$ cat config.mk
export PLATFORM = sky130hd
export DESIGN_NAME = msbwt_ram
export DESIGN_NICKNAME = d
export VERILOG_FILES = /design/src/hdl/msbwt_ram.sv
export SDC_FILE = /design/constraint.sdc
export NUM_CORES = 2
export LEC_CHECK = 0
export ABC_AREA = 0
export BUFFER_PORTS_ARGS = -buffer_cell sky130_fd_sc_hd__buf_4
export CORE_UTILIZATION = 30
export CTS_CLUSTER_DIAMETER = 30
export CTS_CLUSTER_SIZE = 30
export DETAILED_ROUTE_END_ITERATION = 7
export PLACE_DENSITY = 0.55
export SYNTH_ARGS = -nofsm -noshare
export SYNTH_HDL_FRONTEND = slang
export SYNTH_SLANG_ARGS = --single-unit
$ cat constraint.sdc
create_clock -name clk -period 6.1 [get_ports clk]
set_input_delay 0.61 -clock clk [delete_from_list [all_inputs] [get_ports clk]]
set_output_delay 0.61 -clock clk [all_outputs]
set_load 0.05 [all_outputs]
$ cat src/hdl/msbwt_ram.sv
// ----------------------------------------------------------------------------
// msbwt_ram
// Generic single-write, single-read RAM with registered read data.
// ----------------------------------------------------------------------------
module msbwt_ram #(
  parameter int unsigned WIDTH = 8,
  parameter int unsigned DEPTH = 256,
  localparam int unsigned AW   = (DEPTH > 1) ? $clog2(DEPTH) : 1
) (
  input  logic             clk,
  input  logic             we,
  input  logic [AW-1:0]    waddr,
  input  logic [WIDTH-1:0] wdata,
  input  logic [AW-1:0]    raddr,
  output logic [WIDTH-1:0] rdata
);

  logic [WIDTH-1:0] mem [DEPTH];

  always_ff @(posedge clk) begin
    if (we) begin
      mem[waddr] <= wdata;
    end
    rdata <= mem[raddr];
  end

endmodule

==> metrics.md <==
| Metric | Value |
|---|---|
| Status | finished clean |
| TNS Setup | 0 ns |
| Final RePlAce weighted congestion | 0.8024 |
| Num CTS Buffers | approximately 420 |
| Rel. slew slack | 0.1443 |
| Mapped Area | 79560 um2 |
| Leakage Power | 30.89 nW |
| Mean Syn Cell Area | between 20 and 25 um2 |
| First-pass GRT wire length | 301100 um |
| CP peak stage delay | 1.08 ns |
| Core area | 263000 um2 |
| Clock skew | 0.05479 ns |
| Most frequent cell on the critical path | nor4_1 |
| Syn nets | about 3.8k |
| Final hold violations | 0 |
| Via count | 39.76k |
| Number of port buffers | 33 |
| Clock latency on the worst-skew pair | 0.93 ns |
| Critical Path End Type | flip-flop |
| Synth unique cells | 55 |
| Leading area contributor after synthesis | edfxtp_1 |
| Prevailing post-synth register cell | edfxtp_1 |
| Power Dens Cells | 409.4 nW/um2 |
| Largest net degree at the start of global routing | ~160 |
| Unrepaired setup endpoints after global routing | false |
| Yosys top cell area share | 0.7730 |
| Vias in the first global route | just over 40k |
| Worst hold path type | input pin to flip-flop |
| Remaining DRCs | 0 |
| Initial antenna violation count | 12 |
| Area after DPL | 83730 um2 |
| GRT Total Usage | 0.1565 |
| Cts-stage hold buffer count | 0 |
| Sequential area share after synthesis | 0.7750 |
| DR WL/cell | 26.60 um |
| Dominant cells by area after synthesis | edfxtp_1 (77%), mux4_2 (13%), mux2i_1 (1.7%) |
| Num ports | 34 |
| Row count | 188 |
| TritonCTS clock tree | done |
| Die width | 517.0 um |
| CTS-repair resized insts | 0 |
| CP max stage cell | nor4_1 |
| Final critical-path required period | about 3.5 ns |
| Max-slew violations | 0 |
| Fmax | 282.6 MHz |
| Total gr overflow | 0 |
| Worst vdd ir | 0.0003237 V |
| Area grow syn2layout | 23.38% |
| Clock root buffer master | clkbuf_16 |
| Setup Slack @ Placement | 1.787 ns |
| Clock slew seen by the registers of the worst setup and hold paths | 0.05 ns |
| H-tree levels | 5 |
| Final WS setup | approximately 2.6 ns |
| Count leader, synth | edfxtp_1 |
| Flops & latches, synth | 2056 |
| Slew @ Worst Pin | 1.272 ns |
| WL final | 210300 um |
| Clock buffer depth | 4 |
| Filler Cell Count | 23.80k |
| Post-CTS Setup Inserts | 0 |
| Synthesized instance count | 3733 |
| Final Power | 40.18 mW |
| Async set-reset flop share out of synthesis | 0 |
| Die Y-Extent | 517.0 um |
| WP data required | 6.86 ns |
| Crit Path Max Fanout | 72 |
| Initial DRC count | 4408 |
| Post-Layout Inst Area | 98150 um2 |
| Nets | ~4.1k |
| Die ar. | 267300 um2 |
| Critical setup path kind | input pin to flip-flop |
| YS warnings | 0 |
| CP Cell Sequence | buf_8 > buf_12 > nand3b_1 > o22ai_1 > o21ai_0 > nand3_1 > nor4_1 > nor4_1 |
| CTS Sinks | 2056 |
| Final setup fails | 0 |
| TritonRoute pass-1 iters | 6 |
| Tcrit/Tclk final | 0.5800 |
| Starting Density | 0.3025 |
| Worst EP arrival | ~4.3 ns |
| Most frequent cells after synthesis | edfxtp_1 (2048), mux4_2 (454), nor2_1 (282), mux2i_1 (134), a22oi_1 (133) |
| Crit path launch type | input pin |
| Avg Vias per Cell | 5.030 |
| Number of enable flip-flop cells after synthesis | 2048 |
| Max-cap violations | 0 |
| Layout cells sized above 1 | 0.2861 |
| Placed wire-length estimate | 123000 um |
| Post-route ant nets | 0 |
## per-layer routing
layer | track usage | share of wire
met1 | 0.2167 | 0.43
met3 | 0.03165 | 0.070
met4 | 0.05361 | 0.029
met2 | 0.2447 | 0.47
met5 | 0 | 0.00027
## layout by cell type (no fill, tap or decap), types with 22 or more instances in the layout
cell type,synthesis,layout
o22ai_1,28,28
bufinv_16,0,71
nor4_1,24,24
a21oi_1,96,96
clkinv_4,0,27
nand2_1,33,32
mux2i_1,134,134
a22oi_1,133,133
clkinvlp_4,0,43
nor2_1,282,279
clkbuf_1,111,43
nor3_1,22,22
edfxtp_1,2048,2048
nor2b_1,31,28
clkinv_1,1,62
buf_4,27,88
clkbuf_16,0,431
clkinv_2,0,75
nand3_1,34,33
mux4_2,454,454
o221ai_1,46,46
## flip-flops by register name, summed over array words and instances (netlist names)
register / flops
rdata: 8
mem: 2048
## cell families (layout without fill, tap and decap cells)
group | after synthesis | count (layout) | synth area share
AOI/OAI and AO/OA | 385 | 385 | 0.03419
buffers and inverters | 235 | 885 | 0.01831
DFF | 2056 | 2056 | 0.7750
muxes | 591 | 591 | 0.1462
other | 0 | 6 | 0
and+or+nand+nor | 466 | 466 | 0.02628
## critical path, delay by kind of cell
family	cells	cell delay (ns)
AO/OA/AOI/OAI	2	0.48
buffers and inverters	2	0.93
AND/OR/NAND/NOR	4	2.09
## through the flow
stage	utilization	cells	hold slack (ns)
2_1_floorplan	-	3733	0.7089
3_3_place_gp	0.3184	7131	1.036
3_5_place_dp	0.3184	7131	0.9894
4_1_cts	0.3732	7898	0.08805
5_1_grt	0.3732	7900	0.09490
6_report	0.3732	7904	0.1238
## path summary, 6_finish.rpt
kind | depth (start not counted) | endpoint | slack [ns] | start
hold / removal | 1 | mem[65][2] | 0.12 | wdata[2]
setup reg to reg | 6 | rdata[5] | 3.03 | mem[210][5]
setup / recovery | 8 | rdata[1] | 2.56 | raddr[1]
hold reg to reg | 6 | rdata[5] | 1.00 | mem[33][5]
## where the power goes
| group | leakage (nW) | total [mW] | switching (mW) | internal (mW) |
|---|---|---|---|---|
| clock network | 6.96 | 23.1 | 7.29 | 15.8 |
| registers | 18.5 | 15.7 | 0.0413 | 15.6 |
| logic | 5.46 | 1.43 | 0.965 | 0.468 |
## final cells by class
class / count / area, um2 / share of cell area
sequential: 2056 / 61660 / 0.6282
multi-input combinational: 1442 / 16490 / 0.1680
clock buffer: 475 / 10960 / 0.1117
tap: 3515 / 4398 / 0.04481
clock inverter: 292 / 3450 / 0.03514
timing repair buffer: 116 / 1171 / 0.01193
antenna: 6 / 15.01 / 0.0001530
inverter: 2 / 7.507 / 0.00007648
Note: power is estimated with default switching activity, not from simulation.
